### src/sv/atcr_pkg.sv
// types, character codes and constants shared by the console renderer
package atcr_pkg;

    typedef enum logic [1:0] {
        OP_DRAW    = 2'd0,
        OP_CLEAR   = 2'd1,
        OP_SCROLL  = 2'd2,
        OP_PRESENT = 2'd3
    } t_op;

    typedef enum logic [3:0] {
        B_IDLE,
        B_WRAP,
        B_SCROLL,
        B_BODY,
        B_LF_SCROLL,
        B_TDRAW,
        B_TUNDER,
        B_UNDER,
        B_EOB
    } t_bstate;

    // register indexes on the configuration port
    localparam logic REG_TEXT_COLUMNS = 1'b0;
    localparam logic REG_TEXT_ROWS    = 1'b1;

    localparam logic [8:0] RESET_COLUMNS = 9'd80;
    localparam logic [8:0] RESET_ROWS    = 9'd25;
    localparam logic [8:0] MIN_COLUMNS   = 9'd2;
    localparam logic [8:0] MIN_ROWS      = 9'd1;

    localparam logic [7:0] CH_BS         = 8'd8;
    localparam logic [7:0] CH_TAB        = 8'd9;
    localparam logic [7:0] CH_LF         = 8'd10;
    localparam logic [7:0] CH_CR         = 8'd13;
    localparam logic [7:0] CH_ESC        = 8'd27;
    localparam logic [7:0] CH_SPACE      = 8'd32;
    localparam logic [7:0] CH_ZERO       = 8'd48;
    localparam logic [7:0] CH_NINE       = 8'd57;
    localparam logic [7:0] CH_SEMI       = 8'd59;
    localparam logic [7:0] CH_LBRACKET   = 8'd91;
    localparam logic [7:0] CH_UNDERSCORE = 8'd95;
    localparam logic [7:0] CH_M          = 8'd109;

    localparam logic [4:0] COLOR_WHITE = 5'd16;

    localparam logic [9:0] SGR_FG_LO     = 10'd30;
    localparam logic [9:0] SGR_FG_HI     = 10'd37;
    localparam logic [9:0] SGR_BG_LO     = 10'd40;
    localparam logic [9:0] SGR_BG_HI     = 10'd47;
    localparam logic [9:0] SGR_FG_BR_LO  = 10'd90;
    localparam logic [9:0] SGR_FG_BR_HI  = 10'd97;
    localparam logic [9:0] SGR_BG_BR_LO  = 10'd100;
    localparam logic [9:0] SGR_BG_BR_HI  = 10'd107;
    localparam logic [4:0] BRIGHT_OFFSET = 5'd8;
    localparam logic [1:0] MAX_DIGITS    = 2'd3;

    localparam logic [1:0] TAB_LAST = 2'd3;   // four spaces per tab

    localparam int Q_DEPTH = 4;
    localparam int Q_AW    = 2;

    // one classified command from front to back
    typedef struct packed {
        logic       is_char;
        logic [7:0] ch;
        logic [4:0] fg;
        logic       eob;
    } t_cmd;

    // effective screen geometry after clamping
    typedef struct packed {
        logic [8:0] cols;
        logic [8:0] rows;
    } t_geom;

endpackage

### src/sv/atcr_ifs.sv
// stream and configuration channel interfaces of the console renderer
interface atcr_in_if;
    logic       valid;
    logic       ready;
    logic [7:0] char_code;
    logic       end_of_buffer;
    modport source (output valid, output char_code, output end_of_buffer, input ready);
    modport sink (input valid, input char_code, input end_of_buffer, output ready);
endinterface

interface atcr_out_if;
    logic            valid;
    logic            ready;
    atcr_pkg::t_op   op;
    logic [7:0]      cell_col;
    logic [7:0]      cell_row;
    logic [7:0]      glyph;
    logic [4:0]      color_index;
    logic            last;
    modport source (output valid, output op, output cell_col, output cell_row,
                    output glyph, output color_index, output last, input ready);
    modport sink (input valid, input op, input cell_col, input cell_row,
                  input glyph, input color_index, input last, output ready);
endinterface

interface atcr_cfg_if;
    logic       valid;
    logic       ready;
    logic       index;
    logic [8:0] data;
    modport source (output valid, output index, output data, input ready);
    modport sink (input valid, input index, input data, output ready);
endinterface

### src/sv/atcr_front.sv
// front end: escape sequence parser and byte classifier
module atcr_front (
    input  logic            i_clk,
    input  logic            i_rst_n,
    atcr_in_if.sink         i_char,
    input  logic            i_q_full,
    output logic            o_push,
    output atcr_pkg::t_cmd  o_cmd
);

    logic       r_seen, n_seen;
    logic       r_inseq, n_inseq;
    logic [9:0] r_code, n_code;
    logic [1:0] r_dc, n_dc;
    logic [4:0] r_pending, n_pending;
    logic [4:0] r_fg, n_fg;
    logic       w_accept;
    logic       w_is_char;
    logic       w_digit;
    logic [7:0] w_ch;

    function automatic logic [4:0] apply_code(input logic [9:0] code, input logic [4:0] cur);
        logic [4:0] res;
        res = cur;
        if (code == 10'd0) begin
            res = atcr_pkg::COLOR_WHITE;
        end else if (code >= atcr_pkg::SGR_FG_LO && code <= atcr_pkg::SGR_FG_HI) begin
            res = 5'(code - atcr_pkg::SGR_FG_LO);
        end else if (code >= atcr_pkg::SGR_FG_BR_LO && code <= atcr_pkg::SGR_FG_BR_HI) begin
            res = 5'(code - atcr_pkg::SGR_FG_BR_LO) + atcr_pkg::BRIGHT_OFFSET;
        end else if (code >= atcr_pkg::SGR_BG_LO && code <= atcr_pkg::SGR_BG_HI) begin
            res = 5'(code - atcr_pkg::SGR_BG_LO);
        end else if (code >= atcr_pkg::SGR_BG_BR_LO && code <= atcr_pkg::SGR_BG_BR_HI) begin
            res = 5'(code - atcr_pkg::SGR_BG_BR_LO) + atcr_pkg::BRIGHT_OFFSET;
        end
        return res;
    endfunction

    assign i_char.ready = !i_q_full;
    assign w_accept     = i_char.valid && !i_q_full;
    assign w_ch         = i_char.char_code;
    assign w_digit      = (w_ch >= atcr_pkg::CH_ZERO) && (w_ch <= atcr_pkg::CH_NINE);

    always_comb begin
        n_seen    = r_seen;
        n_inseq   = r_inseq;
        n_code    = r_code;
        n_dc      = r_dc;
        n_pending = r_pending;
        n_fg      = r_fg;
        w_is_char = 1'b0;
        if (w_ch == atcr_pkg::CH_ESC) begin
            n_seen = 1'b1;
        end else if (w_ch == atcr_pkg::CH_LBRACKET && r_seen) begin
            n_inseq = 1'b1;
            n_dc    = 2'd0;
            n_code  = 10'd0;
        end else if (r_inseq && w_digit) begin
            if (r_dc < atcr_pkg::MAX_DIGITS) begin
                n_code = 10'(r_code * 10 + 10'(w_ch - atcr_pkg::CH_ZERO));
                n_dc   = r_dc + 2'd1;
            end
        end else if (r_inseq && (w_ch == atcr_pkg::CH_SEMI || w_ch == atcr_pkg::CH_M)) begin
            n_pending = apply_code(r_code, r_pending);
            n_code    = 10'd0;
            n_dc      = 2'd0;
            if (w_ch == atcr_pkg::CH_M) begin
                n_fg    = n_pending;
                n_seen  = 1'b0;
                n_inseq = 1'b0;
            end
        end else begin
            w_is_char = 1'b1;
        end
        // end of buffer drops any unfinished sequence
        if (i_char.end_of_buffer) begin
            n_seen    = 1'b0;
            n_inseq   = 1'b0;
            n_code    = 10'd0;
            n_dc      = 2'd0;
            n_pending = n_fg;
        end
    end

    assign o_push        = w_accept && (w_is_char || i_char.end_of_buffer);
    assign o_cmd.is_char = w_is_char;
    assign o_cmd.ch      = w_ch;
    assign o_cmd.fg      = r_fg;
    assign o_cmd.eob     = i_char.end_of_buffer;

    always_ff @(posedge i_clk) begin
        if (!i_rst_n) begin
            r_seen    <= 1'b0;
            r_inseq   <= 1'b0;
            r_code    <= 10'd0;
            r_dc      <= 2'd0;
            r_pending <= atcr_pkg::COLOR_WHITE;
            r_fg      <= atcr_pkg::COLOR_WHITE;
        end else if (w_accept) begin
            r_seen    <= n_seen;
            r_inseq   <= n_inseq;
            r_code    <= n_code;
            r_dc      <= n_dc;
            r_pending <= n_pending;
            r_fg      <= n_fg;
        end
    end

endmodule

### src/sv/atcr_queue.sv
// small command queue between front and back
module atcr_queue (
    input  logic            i_clk,
    input  logic            i_rst_n,
    input  logic            i_push,
    input  atcr_pkg::t_cmd  i_data,
    input  logic            i_pop,
    output logic            o_valid,
    output logic            o_full,
    output atcr_pkg::t_cmd  o_data
);

    atcr_pkg::t_cmd                r_mem [atcr_pkg::Q_DEPTH];
    logic [atcr_pkg::Q_AW-1:0]     r_wr, r_rd;
    logic [atcr_pkg::Q_AW:0]       r_cnt;

    assign o_valid = (r_cnt != '0);
    assign o_full  = (r_cnt == (atcr_pkg::Q_AW+1)'(atcr_pkg::Q_DEPTH));
    assign o_data  = r_mem[r_rd];

    always_ff @(posedge i_clk) begin
        if (i_push) begin
            r_mem[r_wr] <= i_data;
        end
    end

    always_ff @(posedge i_clk) begin
        if (!i_rst_n) begin
            r_wr  <= '0;
            r_rd  <= '0;
            r_cnt <= '0;
        end else begin
            if (i_push) begin
                r_wr <= r_wr + 1'b1;
            end
            if (i_pop) begin
                r_rd <= r_rd + 1'b1;
            end
            case ({i_push, i_pop})
                2'b10:   r_cnt <= r_cnt + 1'b1;
                2'b01:   r_cnt <= r_cnt - 1'b1;
                default: r_cnt <= r_cnt;
            endcase
        end
    end

endmodule

### src/sv/atcr_back.sv
// back end: cursor sequencer that issues cell commands through an output register
module atcr_back (
    input  logic            i_clk,
    input  logic            i_rst_n,
    input  atcr_pkg::t_geom i_geom,
    input  logic            i_q_valid,
    input  atcr_pkg::t_cmd  i_q_data,
    output logic            o_pop,
    atcr_out_if.source      o_cmd
);

    atcr_pkg::t_bstate r_state, n_state;
    atcr_pkg::t_cmd    r_cmd, n_cmd;
    logic [7:0]        r_col, n_col;
    logic [7:0]        r_row, n_row;
    logic              r_tab, n_tab;
    logic [1:0]        r_tcnt, n_tcnt;

    logic              r_ovalid;
    atcr_pkg::t_op     r_op;
    logic [7:0]        r_ocol, r_orow, r_glyph;
    logic [4:0]        r_color;
    logic              r_last;

    logic              w_free;
    logic              w_wrap;
    logic              w_row_adv;
    logic              e_valid;
    atcr_pkg::t_op     e_op;
    logic [7:0]        e_col, e_row, e_glyph;
    logic [4:0]        e_color;
    logic              e_last;

    assign w_free    = !r_ovalid || o_cmd.ready;
    assign w_wrap    = ({1'b0, r_col} + 9'd1) >= i_geom.cols;
    assign w_row_adv = ({1'b0, r_row} + 9'd1) < i_geom.rows;

    always_comb begin
        n_state = r_state;
        n_cmd   = r_cmd;
        n_col   = r_col;
        n_row   = r_row;
        n_tab   = r_tab;
        n_tcnt  = r_tcnt;
        o_pop   = 1'b0;
        e_valid = 1'b0;
        e_op    = atcr_pkg::OP_DRAW;
        e_col   = 8'd0;
        e_row   = 8'd0;
        e_glyph = 8'd0;
        e_color = 5'd0;
        e_last  = 1'b0;
        case (r_state)
            atcr_pkg::B_IDLE: begin
                if (i_q_valid) begin
                    o_pop   = 1'b1;
                    n_cmd   = i_q_data;
                    n_tab   = 1'b0;
                    n_state = i_q_data.is_char ? atcr_pkg::B_WRAP : atcr_pkg::B_EOB;
                end
            end
            atcr_pkg::B_WRAP: begin
                if (!w_wrap) begin
                    n_state = r_tab ? atcr_pkg::B_TDRAW : atcr_pkg::B_BODY;
                end else if (w_free) begin
                    e_valid = 1'b1;
                    e_op    = atcr_pkg::OP_CLEAR;
                    e_col   = r_col;
                    e_row   = r_row;
                    n_col   = 8'd0;
                    if (w_row_adv) begin
                        n_row   = r_row + 8'd1;
                        n_state = r_tab ? atcr_pkg::B_TDRAW : atcr_pkg::B_BODY;
                    end else begin
                        n_state = atcr_pkg::B_SCROLL;
                    end
                end
            end
            atcr_pkg::B_SCROLL: begin
                if (w_free) begin
                    e_valid = 1'b1;
                    e_op    = atcr_pkg::OP_SCROLL;
                    n_state = r_tab ? atcr_pkg::B_TDRAW : atcr_pkg::B_BODY;
                end
            end
            atcr_pkg::B_BODY: begin
                case (r_cmd.ch)
                    atcr_pkg::CH_LF: begin
                        if (w_free) begin
                            e_valid = 1'b1;
                            e_op    = atcr_pkg::OP_CLEAR;
                            e_col   = r_col;
                            e_row   = r_row;
                            n_col   = 8'd0;
                            if (w_row_adv) begin
                                n_row   = r_row + 8'd1;
                                n_state = atcr_pkg::B_UNDER;
                            end else begin
                                n_state = atcr_pkg::B_LF_SCROLL;
                            end
                        end
                    end
                    atcr_pkg::CH_CR: begin
                        n_col   = 8'd0;
                        n_state = atcr_pkg::B_UNDER;
                    end
                    atcr_pkg::CH_BS: begin
                        if (w_free) begin
                            e_valid = 1'b1;
                            e_col   = r_col;
                            e_row   = r_row;
                            e_glyph = atcr_pkg::CH_SPACE;
                            e_color = r_cmd.fg;
                            if (r_col != 8'd0) begin
                                n_col = r_col - 8'd1;
                            end
                            n_state = atcr_pkg::B_UNDER;
                        end
                    end
                    atcr_pkg::CH_TAB: begin
                        n_tab   = 1'b1;
                        n_tcnt  = 2'd0;
                        n_state = atcr_pkg::B_WRAP;
                    end
                    default: begin
                        if (w_free) begin
                            e_valid = 1'b1;
                            e_col   = r_col;
                            e_row   = r_row;
                            e_glyph = r_cmd.ch;
                            e_color = r_cmd.fg;
                            n_col   = r_col + 8'd1;
                            n_state = atcr_pkg::B_UNDER;
                        end
                    end
                endcase
            end
            atcr_pkg::B_LF_SCROLL: begin
                if (w_free) begin
                    e_valid = 1'b1;
                    e_op    = atcr_pkg::OP_SCROLL;
                    n_state = atcr_pkg::B_UNDER;
                end
            end
            atcr_pkg::B_TDRAW: begin
                if (w_free) begin
                    e_valid = 1'b1;
                    e_col   = r_col;
                    e_row   = r_row;
                    e_glyph = atcr_pkg::CH_SPACE;
                    e_color = r_cmd.fg;
                    n_col   = r_col + 8'd1;
                    n_state = atcr_pkg::B_TUNDER;
                end
            end
            atcr_pkg::B_TUNDER: begin
                if (w_free) begin
                    e_valid = 1'b1;
                    e_col   = r_col;
                    e_row   = r_row;
                    e_glyph = atcr_pkg::CH_UNDERSCORE;
                    e_color = r_cmd.fg;
                    if (r_tcnt == atcr_pkg::TAB_LAST) begin
                        n_tab   = 1'b0;
                        n_state = atcr_pkg::B_UNDER;
                    end else begin
                        n_tcnt  = r_tcnt + 2'd1;
                        n_state = atcr_pkg::B_WRAP;
                    end
                end
            end
            atcr_pkg::B_UNDER: begin
                if (w_free) begin
                    e_valid = 1'b1;
                    e_col   = r_col;
                    e_row   = r_row;
                    e_glyph = atcr_pkg::CH_UNDERSCORE;
                    e_color = r_cmd.fg;
                    e_last  = !r_cmd.eob;
                    n_state = r_cmd.eob ? atcr_pkg::B_EOB : atcr_pkg::B_IDLE;
                end
            end
            atcr_pkg::B_EOB: begin
                if (w_free) begin
                    e_valid = 1'b1;
                    e_op    = atcr_pkg::OP_PRESENT;
                    e_last  = 1'b1;
                    n_state = atcr_pkg::B_IDLE;
                end
            end
            default: begin
                n_state = atcr_pkg::B_IDLE;
            end
        endcase
    end

    always_ff @(posedge i_clk) begin
        if (!i_rst_n) begin
            r_state <= atcr_pkg::B_IDLE;
            r_col   <= 8'd0;
            r_row   <= 8'd0;
            r_tab   <= 1'b0;
            r_tcnt  <= 2'd0;
        end else begin
            r_state <= n_state;
            r_col   <= n_col;
            r_row   <= n_row;
            r_tab   <= n_tab;
            r_tcnt  <= n_tcnt;
        end
    end

    always_ff @(posedge i_clk) begin
        r_cmd <= n_cmd;
    end

    // output register, reloads on the same edge as a transfer
    always_ff @(posedge i_clk) begin
        if (!i_rst_n) begin
            r_ovalid <= 1'b0;
        end else if (e_valid) begin
            r_ovalid <= 1'b1;
        end else if (o_cmd.ready) begin
            r_ovalid <= 1'b0;
        end
    end

    always_ff @(posedge i_clk) begin
        if (e_valid) begin
            r_op    <= e_op;
            r_ocol  <= e_col;
            r_orow  <= e_row;
            r_glyph <= e_glyph;
            r_color <= e_color;
            r_last  <= e_last;
        end
    end

    assign o_cmd.valid       = r_ovalid;
    assign o_cmd.op          = r_op;
    assign o_cmd.cell_col    = r_ocol;
    assign o_cmd.cell_row    = r_orow;
    assign o_cmd.glyph       = r_glyph;
    assign o_cmd.color_index = r_color;
    assign o_cmd.last        = r_last;

endmodule

### src/sv/ansi_text_console_renderer.sv
// top level of the ansi colour text console renderer
//
//  channel  dir  payload                                          transfer
//  i_char   in   char_code[7:0], end_of_buffer                    valid && ready
//  i_cfg    in   index (0 text_columns, 1 text_rows), data[8:0]   valid && ready
//  o_cmd    out  op, cell_col, cell_row, glyph, color_index, last valid && ready
//
//  a printable byte runs the back sequencer steps fetch, wrap check, glyph and underscore;
//  a wrap clears in the wrap check step and adds a scroll step only when it scrolls.
//  a tab repeats wrap check, space, underscore per space; end of buffer adds a present step.
//  parser-only bytes stay in the front and reach the back only when they end the buffer.
//  a 4-entry command queue lets the front keep accepting while the back works or stalls.
//  reset is synchronous: cursor, colours, parser and queue clear, geometry returns to 80x25.
//  o_cmd stalls hold the back at its output register; i_char stalls only on a full queue.
module ansi_text_console_renderer #(
    parameter int MAX_COLUMNS = 256,
    parameter int MAX_ROWS    = 256
) (
    input  logic        i_clk,
    input  logic        i_rst_n,
    atcr_in_if.sink     i_char,
    atcr_cfg_if.sink    i_cfg,
    atcr_out_if.source  o_cmd
);

    logic [8:0]        r_cols;
    logic [8:0]        r_rows;
    atcr_pkg::t_geom   w_geom;
    logic              w_push;
    logic              w_pop;
    logic              w_q_valid;
    logic              w_q_full;
    atcr_pkg::t_cmd    w_push_cmd;
    atcr_pkg::t_cmd    w_q_data;

    localparam logic [8:0] MaxCols = 9'(MAX_COLUMNS);
    localparam logic [8:0] MaxRows = 9'(MAX_ROWS);

    assign i_cfg.ready = 1'b1;

    always_ff @(posedge i_clk) begin
        if (!i_rst_n) begin
            r_cols <= atcr_pkg::RESET_COLUMNS;
            r_rows <= atcr_pkg::RESET_ROWS;
        end else if (i_cfg.valid) begin
            case (i_cfg.index)
                atcr_pkg::REG_TEXT_COLUMNS: r_cols <= i_cfg.data;
                atcr_pkg::REG_TEXT_ROWS:    r_rows <= i_cfg.data;
                default: ;
            endcase
        end
    end

    // clamp geometry to the supported range
    always_comb begin
        if (r_cols < atcr_pkg::MIN_COLUMNS) begin
            w_geom.cols = atcr_pkg::MIN_COLUMNS;
        end else if (r_cols > MaxCols) begin
            w_geom.cols = MaxCols;
        end else begin
            w_geom.cols = r_cols;
        end
        if (r_rows < atcr_pkg::MIN_ROWS) begin
            w_geom.rows = atcr_pkg::MIN_ROWS;
        end else if (r_rows > MaxRows) begin
            w_geom.rows = MaxRows;
        end else begin
            w_geom.rows = r_rows;
        end
    end

    atcr_front u_front (
        .i_clk    (i_clk),
        .i_rst_n  (i_rst_n),
        .i_char   (i_char),
        .i_q_full (w_q_full),
        .o_push   (w_push),
        .o_cmd    (w_push_cmd)
    );

    atcr_queue u_queue (
        .i_clk   (i_clk),
        .i_rst_n (i_rst_n),
        .i_push  (w_push),
        .i_data  (w_push_cmd),
        .i_pop   (w_pop),
        .o_valid (w_q_valid),
        .o_full  (w_q_full),
        .o_data  (w_q_data)
    );

    atcr_back u_back (
        .i_clk     (i_clk),
        .i_rst_n   (i_rst_n),
        .i_geom    (w_geom),
        .i_q_valid (w_q_valid),
        .i_q_data  (w_q_data),
        .o_pop     (w_pop),
        .o_cmd     (o_cmd)
    );

`ifndef SYNTHESIS
    a_no_overflow: assert property (@(posedge i_clk) disable iff (!i_rst_n)
        !(w_push && w_q_full && !w_pop))
        else $error("command queue overflow");

    a_pop_valid: assert property (@(posedge i_clk) disable iff (!i_rst_n)
        w_pop |-> w_q_valid)
        else $error("pop from empty command queue");

    a_present_last: assert property (@(posedge i_clk) disable iff (!i_rst_n)
        (o_cmd.valid && o_cmd.op == atcr_pkg::OP_PRESENT) |-> o_cmd.last)
        else $error("present frame not marked last");

    a_geom_range: assert property (@(posedge i_clk) disable iff (!i_rst_n)
        w_pop |=> (w_geom.cols >= atcr_pkg::MIN_COLUMNS && w_geom.cols <= MaxCols
                   && w_geom.rows >= atcr_pkg::MIN_ROWS && w_geom.rows <= MaxRows))
        else $error("geometry outside clamp range");
`endif

endmodule

### src/flat_wrapper.sv
// flat-port wrapper written by rule: the top's interface ports become plain ports
module ansi_text_console_renderer_flat 
#(
    parameter int MAX_COLUMNS = 256,
    parameter int MAX_ROWS    = 256
)
  (i_clk, i_rst_n, i_char_valid, i_char_char_code, i_char_end_of_buffer, i_char_ready, i_cfg_valid, i_cfg_index, i_cfg_data, i_cfg_ready, o_cmd_valid, o_cmd_op, o_cmd_cell_col, o_cmd_cell_row, o_cmd_glyph, o_cmd_color_index, o_cmd_last, o_cmd_ready);
  atcr_in_if i_char_i ();
  atcr_cfg_if i_cfg_i ();
  atcr_out_if o_cmd_i ();
  input  logic i_clk;
  input  logic i_rst_n;
  input wire logic [$bits(i_char_i.valid)-1:0] i_char_valid;
  input wire logic [$bits(i_char_i.char_code)-1:0] i_char_char_code;
  input wire logic [$bits(i_char_i.end_of_buffer)-1:0] i_char_end_of_buffer;
  output wire logic [$bits(i_char_i.ready)-1:0] i_char_ready;
  input wire logic [$bits(i_cfg_i.valid)-1:0] i_cfg_valid;
  input wire logic [$bits(i_cfg_i.index)-1:0] i_cfg_index;
  input wire logic [$bits(i_cfg_i.data)-1:0] i_cfg_data;
  output wire logic [$bits(i_cfg_i.ready)-1:0] i_cfg_ready;
  output wire logic [$bits(o_cmd_i.valid)-1:0] o_cmd_valid;
  output wire logic [$bits(o_cmd_i.op)-1:0] o_cmd_op;
  output wire logic [$bits(o_cmd_i.cell_col)-1:0] o_cmd_cell_col;
  output wire logic [$bits(o_cmd_i.cell_row)-1:0] o_cmd_cell_row;
  output wire logic [$bits(o_cmd_i.glyph)-1:0] o_cmd_glyph;
  output wire logic [$bits(o_cmd_i.color_index)-1:0] o_cmd_color_index;
  output wire logic [$bits(o_cmd_i.last)-1:0] o_cmd_last;
  input wire logic [$bits(o_cmd_i.ready)-1:0] o_cmd_ready;
  assign i_char_i.valid = i_char_valid;
  assign i_char_i.char_code = i_char_char_code;
  assign i_char_i.end_of_buffer = i_char_end_of_buffer;
  assign i_char_ready = i_char_i.ready;
  assign i_cfg_i.valid = i_cfg_valid;
  assign i_cfg_i.index = i_cfg_index;
  assign i_cfg_i.data = i_cfg_data;
  assign i_cfg_ready = i_cfg_i.ready;
  assign o_cmd_valid = o_cmd_i.valid;
  assign o_cmd_op = o_cmd_i.op;
  assign o_cmd_cell_col = o_cmd_i.cell_col;
  assign o_cmd_cell_row = o_cmd_i.cell_row;
  assign o_cmd_glyph = o_cmd_i.glyph;
  assign o_cmd_color_index = o_cmd_i.color_index;
  assign o_cmd_last = o_cmd_i.last;
  assign o_cmd_i.ready = o_cmd_ready;
  ansi_text_console_renderer #(.MAX_COLUMNS(MAX_COLUMNS), .MAX_ROWS(MAX_ROWS)) u_core (.i_clk(i_clk), .i_rst_n(i_rst_n), .i_char(i_char_i), .i_cfg(i_cfg_i), .o_cmd(o_cmd_i));
endmodule
### config.mk
export PLATFORM = sky130hd
export DESIGN_NAME = ansi_text_console_renderer_flat
export DESIGN_NICKNAME = d
export VERILOG_FILES = /design/src/sv/atcr_pkg.sv /design/src/sv/atcr_ifs.sv /design/src/sv/atcr_front.sv /design/src/sv/atcr_queue.sv /design/src/sv/atcr_back.sv /design/src/sv/ansi_text_console_renderer.sv /design/src/flat_wrapper.sv
export SDC_FILE = /design/constraint.sdc
export NUM_CORES = 1
export LEC_CHECK = 0
export BUFFER_PORTS_ARGS = -buffer_cell sky130_fd_sc_hd__buf_2
export CORE_MARGIN = 1.5
export CORE_UTILIZATION = 60
export DETAILED_ROUTE_END_ITERATION = 6
export GPL_TIMING_DRIVEN = 0
export PLACE_DENSITY = 0.8
export SYNTH_ARGS = -nofsm -noshare
export SYNTH_HDL_FRONTEND = slang
export SYNTH_SLANG_ARGS = --single-unit
### constraint.sdc
create_clock -name i_clk -period 13.7 [get_ports i_clk]
set_clock_uncertainty 0.2 [all_clocks]
set_input_delay 2.055 -clock i_clk [delete_from_list [all_inputs] [get_ports i_clk]]
set_output_delay 2.055 -clock i_clk [all_outputs]
set_load 0.03 [all_outputs]
==> reports/qor.yml, run 1 <==
fin_setup_tns_ps: 0
hold_buffers: 0
cts_resized: 0
grt_usage: 0.2605
hold_viol: 0
final_nets: 1150
cp-start-kind: "primary input"
total_power_uw: 1722
hp-class: "flip-flop to flip-flop"
gp_congestion: 0.9418
setup_viol: 0
synth_ff_type: "edfxtp_1"
antenna_found_initial: 0
grt_max_degree: 19
cp.arrival_ps: 5190
synthDistinctLibCells: 82
grt_pass1_vias: 7287
power_density_nw_per_um2: 155.7
p_int_uw: 1100
drtIter0Drc: 770
grt_first_pass_wirelength_mm: 35.82
ys_ff_latch: 181
post_cts_buffers: 0
synth-async-reset-ratio: 0
leakagePower_uw: 0.004329
synth.avg_cell_area_sq_um: 10.07
seqCellArea_sq_um: 4684
initial_core_util: 0.6182
synth_nets: 1071
cp_data_required_time_ps: 13850
ff2ff_setup_slack_ps: 9280
ant_nets: 0
status: "finished clean"
swShare: 0.3615
combPwrFrac: 0.300
port_buffers: 57
endpoint_kind: "flip-flop"
max_slew.worst_pin.slew_ps: 992.0
clkPwrFrac: 0.272
cts.sinks: 181
synth_area_sq_um: 9891
nFillCells: 1222
ys_seq_area_frac: 0.4736
clk_latency_ps: 440
yosysWarnings: 0
ir_drop_mv: 0.1089
setup.worst_path.class: "primary input to flip-flop"
min_period_ps: 5032
fp.dieW_um: 131.4
power_frac_seq: 0.428
overflow: 0
routed_wirelength_mm: 22.28
multi_input_area_sq_um: 4880
p_sw_uw: 622.4
dieArea_sq_um: 17260
rsz0062_at_grt: "no"
cts_made_buffers: 17
postSynthCellCount: 982
avgRoutedWirePerCell_um: 17.27
drc: 0
synth_edf_count: 106
post-dp-hpwl_mm: 15.77
critical_path.max_fanout: 9
avgViaCountPerCell: 6.095
die_h_um: 131.4
htree_num_levels: 4
cts_root_buf: "clkbuf_16"
fin_crit_sh: 0.3673
fmax_mhz: 198.7
diodes: 0
clockBufferDepth: 2
cts_tree: "yes"
drive_gt1_frac: 0.1248
vias: 7862
row_count: 46
stdcell_area_sq_um: 11060
first_pass_iters: 7
drv_slew: 0
clkTransAtPathRegs_ps: 70
io_pins: 59
slew_headroom: 0.3331
synthToLayoutAreaGrowth_pct: 11.79
coreArea_sq_um: 16000
post_dp_cell_area_sq_um: 10490
maxCapViolations: 0
[per-layer routing]
metal  share of wire  track usage
met1            0.42       0.3379
met2            0.48       0.4345
met3           0.068      0.05633
met4           0.024      0.09012
met5               0            0
[cells in the mapped netlist, drive strengths merged, types with 13 or more instances]
library cell,n,area share
nand2,109,0.041
edfxtp,106,0.32
nor2,96,0.036
dfxtp,75,0.15
a21oi,63,0.032
ha,62,0.078
o21ai,45,0.023
inv,32,0.012
clkbuf,31,0.012
xnor2,30,0.027
nand3,27,0.014
nor3,27,0.014
and3,21,0.013
buf,18,0.0099
and2,17,0.011
xor2,16,0.014
a21o,15,0.011
mux4,15,0.034
a22oi,13,0.0099
[through the flow]
step	hold slack, ps	cells	setup slack, ps	util
after global placement	254.3	1255	7049	0.6529
after global routing	299.6	1290	8395	0.6910
after CTS	276.4	1290	8655	0.6910
after detailed placement	266.9	1258	8231	0.6557
final	275.3	1290	8668	0.6910
after floorplan	235.7	982	8119	-
[final timing paths]
path	startpoint	end	cells past startpoint
setup reg to reg	u_core.u_back.r_col[2]$_SDFFE_PN0P_	u_core.u_back.o_cmd.color_index[0]$_DFFE_PP_	14
hold / removal	u_core.u_front.r_code[9]$_SDFFE_PN0P_	u_core.u_front.r_code[9]$_SDFFE_PN0P_	2
hold reg to reg	u_core.u_front.r_code[9]$_SDFFE_PN0P_	u_core.u_front.r_code[9]$_SDFFE_PN0P_	2
setup / recovery	i_char_char_code[4]	u_core.u_queue.r_cnt[2]$_SDFFE_PN0P_	15
[worst max-delay path: stages]
cell and delay, ps:
buf_2 180, ha_1 270, or3b_2 460, a211oi_1 230
o211ai_1 150, o311a_1 210, nor2_1 110, nor2_1 140
inv_1 100, ha_1 170, inv_1 70, fa_1 420
xor2_1 150, or3_1 300, a21oi_1 150
[area by class of cell]
| class | count | share of cell area |
|---|---|---|
| Multi-Input combinational cell | 719 | 0.4413 |
| Sequential cell | 181 | 0.4237 |
| Clock buffer | 18 | 0.03881 |
| Timing Repair Buffer | 60 | 0.02886 |
| Tap cell | 216 | 0.02444 |
| Buffer | 49 | 0.01935 |
| Clock inverter | 14 | 0.01233 |
| Inverter | 33 | 0.01120 |
[power groups by stage]
stage          clock network (uW)  registers, uW  logic (uW)
2_1_floorplan                   0            829         280
3_3_place_gp                    0            750         490
3_5_place_dp                    0            747         510
4_1_cts                       470            737         513
5_1_grt                       493            745         558
6_report                      468            737         517
[cell families (layout without fill, tap and decap cells)]
logic type	after synthesis	after routing	share of synthesized area
AOI/OAI and AO/OA	224	224	0.1488
muxes	21	21	0.04023
xor gates and xnor gates	46	46	0.04073
and+or+nand+nor	362	362	0.1776
buffers and inverters	82	174	0.03416
DFF	181	181	0.4736
other	1	1	0.0003791
adders and majority gates	65	65	0.08450
[registers in the layout (all words and copies together) (netlist names), 3 cells and up, named ones only]
register	cells
u_core.r_cols	9
u_core.r_rows	9
u_core.u_back.o_cmd.cell_col	8
u_core.u_back.o_cmd.cell_row	8
u_core.u_back.o_cmd.color_index	5
u_core.u_back.o_cmd.glyph	8
u_core.u_back.r_cmd	14
u_core.u_back.r_col	8
u_core.u_back.r_row	8
u_core.u_back.r_state	4
u_core.u_front.r_code	10
u_core.u_front.r_fg	5
u_core.u_front.r_pending	5
u_core.u_queue.r_cnt	3
u_core.u_queue.r_mem	60
[cell usage in the layout (no fill, tap or decap), types with 4 or more instances in the layout]
| master | n |
|---|---|
| dfxtp_1 | 75 |
| and3_1 | 21 |
| a211oi_1 | 11 |
| o31ai_1 | 5 |
| edfxtp_1 | 106 |
| ha_1 | 62 |
| clkbuf_1 | 32 |
| or2_2 | 4 |
| mux4_2 | 15 |
| a21oi_1 | 63 |
| a22oi_1 | 13 |
| and2_1 | 17 |
| nand2b_1 | 10 |
| nor4_1 | 8 |
| or3_1 | 5 |
| a31oi_1 | 7 |
| o21ai_0 | 35 |
| and4b_1 | 4 |
| xor2_1 | 16 |
| o21ai_1 | 9 |
| xnor2_1 | 30 |
| nor3_1 | 25 |
| nor2_1 | 96 |
| nor2b_1 | 9 |
| mux2i_1 | 6 |
| clkbuf_16 | 17 |
| buf_2 | 63 |
| inv_1 | 32 |
| o211ai_1 | 9 |
| buf_1 | 8 |
| nand2_1 | 109 |
| nand3_1 | 27 |
| o21a_1 | 4 |
| a21o_1 | 15 |
| o22ai_1 | 8 |
| buf_6 | 5 |
| inv_6 | 4 |
Note: power is estimated with default switching activity, not from simulation.
==> inputs of run 2 (changes only) <==
--- a/config.mk
+++ b/config.mk
@@ -5,6 +5,7 @@
 export SDC_FILE = /design/constraint.sdc
 export NUM_CORES = 1
 export LEC_CHECK = 0
+export ABC_AREA = 1
 export BUFFER_PORTS_ARGS = -buffer_cell sky130_fd_sc_hd__buf_2
 export CORE_MARGIN = 1.5
 export CORE_UTILIZATION = 60
==> constraint.sdc (replaced) <==
create_clock -name i_clk -period 4.7 [get_ports i_clk]
set_clock_uncertainty 0.2 [all_clocks]
set_input_delay 0.705 -clock i_clk [delete_from_list [all_inputs] [get_ports i_clk]]
set_output_delay 0.705 -clock i_clk [all_outputs]
set_load 0.03 [all_outputs]
==> run 2 against run 1 <==
  * Clock power rose to 3.0 times the previous value
  * Combinational power rose to 4.4 times the previous value
  * Non-clock buffer count shrank 21
  * Global-route usage increased by 1.2 points
  * Sequential cell count is the same
  * Clock-buffer cell count did not move
  * First-iteration DRC count is 4.8% lower
  * Synthesized area is 1.8% higher
  * Sequential power increased to 3.2 times the previous value
  * Routed wire length grew 4.9%
  * Total power rose to 3.5 times the previous value
  * Critical path type is now flip-flop to flip-flop
  * Largest cell class unchanged
==> reports/qor.yml, run 2 <==
synth.most_common_cell: "nand2_1"
grt_pass1_vias: 8023  # +10%
endpoint_kind: "flip-flop"
synthDistinctLibCells: 54  # -34%
die_h_um: 132.6  # +0.89%
drv_slew: 0  # unchanged
final_nets: 1397  # +21%
cts_resized: 0  # unchanged
cp_data_required_time_ps: 4640  # -9210 ps
hold_viol: 0  # unchanged
io_pins: 59  # unchanged
clk_latency_ps: 440  # about the same
cts_root_buf: "clkbuf_16"
synthTopCellsByArea: "edfxtp_1 32%, dfxtp_1 15%, nand2_1 8.4%"
drive_gt1_frac: 0.1113  # -0.01349
cts.sinks: 181  # unchanged
whs_ps: 266.1  # -9.211 ps
power_density_nw_per_um2: 540.5  # +250%
grt_usage: 0.2723  # +0.01182
top_regs: "u_core.u_queue.r_mem: 60 flops, u_core.u_back.r_cmd: 14 flops, u_core.u_front.r_code: 10 flops"
dieArea_sq_um: 17570  # +1.8%
setup.worst_path.class: "flip-flop to flip-flop"
rsz0062_at_grt: "no"
timing.rr.end: "u_core.u_back.o_cmd.color_index[1]$_DFFE_PP_"
hp-class: "flip-flop to flip-flop"
hold_buffers: 0  # unchanged
ff2ff_setup_slack_ps: 890  # -8390 ps
fmax_mhz: 262.2
status: "finished clean"
ys_ff_latch: 181  # unchanged
yosysWarnings: 0  # unchanged
fin_crit_sh: 0.8116
first_pass_iters: 5  # -2
row_count: 47  # +2.2%
min_from: "u_core.u_queue.r_rd[1]$_SDFFE_PN0P_"
synth_common_cells: "225 x nand2_1, 172 x nor2_1, 135 x inv_1"
cp-start-kind: "flip-flop"
critical-path-top-delay-family: "simple AND/OR/NAND/NOR gates"
cts_made_buffers: 17  # unchanged
vias: 8586  # +9.2%
routed_wirelength_mm: 23.36  # +4.9%
synth_ff_type: "edfxtp_1"
ant_nets: 0  # unchanged
synth.avg_cell_area_sq_um: 8.181  # -19%
slew_headroom: 0.07600  # -0.2571
slowest_delay_ps: 480  # +20 ps
overflow: 0  # unchanged
avgRoutedWirePerCell_um: 15.16  # -12%
ys_seq_area_frac: 0.4652  # -0.008473
final_common_cell: "nand2_1"
initial_core_util: 0.6116  # -0.006531
setup_viol: 0  # unchanged
crit_chain: "nor4_1 > and2_1 > inv_1 > o31ai_1 > nand2_1 > ha_1 > nand2_1 > nor2_1 > nand3b_1 > nand4_1 > nand2_1 > nand2_1 > inv_1 > a31oi_4 > buf_8"
min_period_ps: 3814
post-dp-hpwl_mm: 17.01  # +7.9%
ir_drop_mv: 0.3841  # +250%
crit_top_cell: "nand2_1"
synth_top_area_frac: 0.3161  # -0.005758
total_power_uw: 6082  # +250%
post_cts_buffers: 0  # unchanged
largest_register_ffs: 60  # unchanged
synthToLayoutAreaGrowth_pct: 11.73  # about the same
crit_buf_inv: 3  # unchanged
leakagePower_uw: 0.004842  # +12%
clockBufferDepth: 2  # unchanged
antenna_found_initial: 0  # unchanged
gp_congestion: 0.9467  # +0.52%
synth-async-reset-ratio: 0  # unchanged
top_register: "u_core.u_queue.r_mem"
layout_common_cells: "225 x nand2_1, 169 x nor2_1, 135 x inv_1"
rr_worst_depth: 15  # +1
yosys.area.top_type: "edfxtp_1"
avgViaCountPerCell: 5.572  # -8.6%
maxCapViolations: 0  # unchanged
min_path_cells: 2  # unchanged
cts_tree: "yes"
port_buffers: 57  # unchanged
grt_max_degree: 20  # +1
grt_first_pass_wirelength_mm: 38.27  # +6.9%
max_slew.worst_pin.slew_ps: 1381  # +388.8 ps
htree_num_levels: 4  # unchanged
postSynthCellCount: 1231  # +25%
drtIter0Drc: 733  # -4.8%
critical_path.max_fanout: 17  # +8
nFillCells: 1353  # +11%
fp.dieW_um: 132.6  # +0.89%
synth_nets: 1320  # +23%
crit_path_top_delay_cell: "a31oi_4"
drc: 0  # unchanged
cp.arrival_ps: 3760  # -1430 ps
clkTransAtPathRegs_ps: 70  # about the same
coreArea_sq_um: 16470  # +2.9%
synth_area_sq_um: 10070  # +1.8%
r2r-start: "u_core.r_cols[4]$_SDFFE_PN1P_"
diodes: 0  # unchanged
synth_edf_count: 106  # unchanged
[run 2: cell count changes after synthesis, sizes merged, moves of 21 or more]
cell / previous run / this run
xnor2: 30 / 4
and3: 21 / 0
a21oi: 63 / 84
nor2: 96 / 183
inv: 32 / 142
nand2: 109 / 231
nand3: 27 / 82
o21ai: 45 / 109
[run 2: kinds of logic (layout without fill, tap and decap cells)]
group / Yosys count / count (layout) / share of synthesized area
simple gates: 545 / 545 / 0.2321
compound gates: 244 / 244 / 0.1343
flops: 181 / 181 / 0.4652
buf+inv: 176 / 266 / 0.06858
fa+ha+maj: 65 / 65 / 0.08299
xor+xnor: 19 / 19 / 0.01652
other cells: 1 / 1 / 0.0003724
[run 2: how the worst max path moves through the flow]
| stage | endpoint | slack (ps) | cells past startpoint | start |
|---|---|---|---|---|
| after global placement | u_core.u_back.o_cmd.cell_row[6]$_DFFE_PP_ | -600 | 14 | u_core.r_cols[4]$_SDFFE_PN1P_ |
| final | u_core.u_back.o_cmd.color_index[1]$_DFFE_PP_ | 890 | 15 | u_core.r_cols[4]$_SDFFE_PN1P_ |
| after detailed placement | u_core.u_queue.r_mem[0][12]$_DFFE_PP_ | 830 | 10 | i_char_char_code[4] |
| after global routing | u_core.u_back.o_cmd.color_index[1]$_DFFE_PP_ | 450 | 15 | u_core.r_cols[4]$_SDFFE_PN1P_ |
| after floorplan | u_core.u_back.o_cmd.cell_col[0]$_DFFE_PP_ | 280 | 14 | u_core.r_cols[4]$_SDFFE_PN1P_ |
| after CTS | u_core.u_back.o_cmd.color_index[4]$_DFFE_PP_ | 900 | 15 | u_core.r_cols[4]$_SDFFE_PN1P_ |
[run 2: routing by layer]
layer  GRT usage  part of all wire
met2      0.4744              0.49
met1      0.3406              0.43
met3     0.04559             0.050
met5           0                 0
met4      0.1032             0.024
[run 2: final cells by class]
type / instances / area (sq um) / share of cell area
Multi-Input combinational cell: 874 / 4718 / 0.4193
Sequential cell: 181 / 4684 / 0.4163
Inverter: 146 / 551.8 / 0.04904
Clock buffer: 18 / 429.2 / 0.03814
Timing Repair Buffer: 58 / 300.3 / 0.02669
Tap cell: 220 / 275.3 / 0.02446
Clock inverter: 14 / 153.9 / 0.01368
Buffer: 30 / 138.9 / 0.01234
[run 2: through the flow]
step | instance area [sq um] | instances | setup WS (ps) | TNS [ps] | util
6_report | 11250 | 1541 | 885.6 | 0 | 0.6834
5_1_grt | 11250 | 1541 | 445.0 | 0 | 0.6834
4_1_cts | 11240 | 1541 | 898.7 | 0 | 0.6829
3_5_place_dp | 10660 | 1509 | 830.5 | 0 | 0.6475
3_3_place_gp | 10630 | 1508 | -599.4 | -19120 | 0.6457
2_1_floorplan | 10070 | 1231 | 282.8 | 0 | -
[run 2: worst min-delay path, cell delays in order (launching register included)]
cell and delay [ps]:
dfxtp_1 300, inv_1 50, a21oi_1 60
[run 2: where the power goes]
group | total (uW) | switching [uW] | internal [uW]
registers | 2380 | 198 | 2180
logic | 2300 | 1620 | 683
clock network | 1400 | 680 | 716
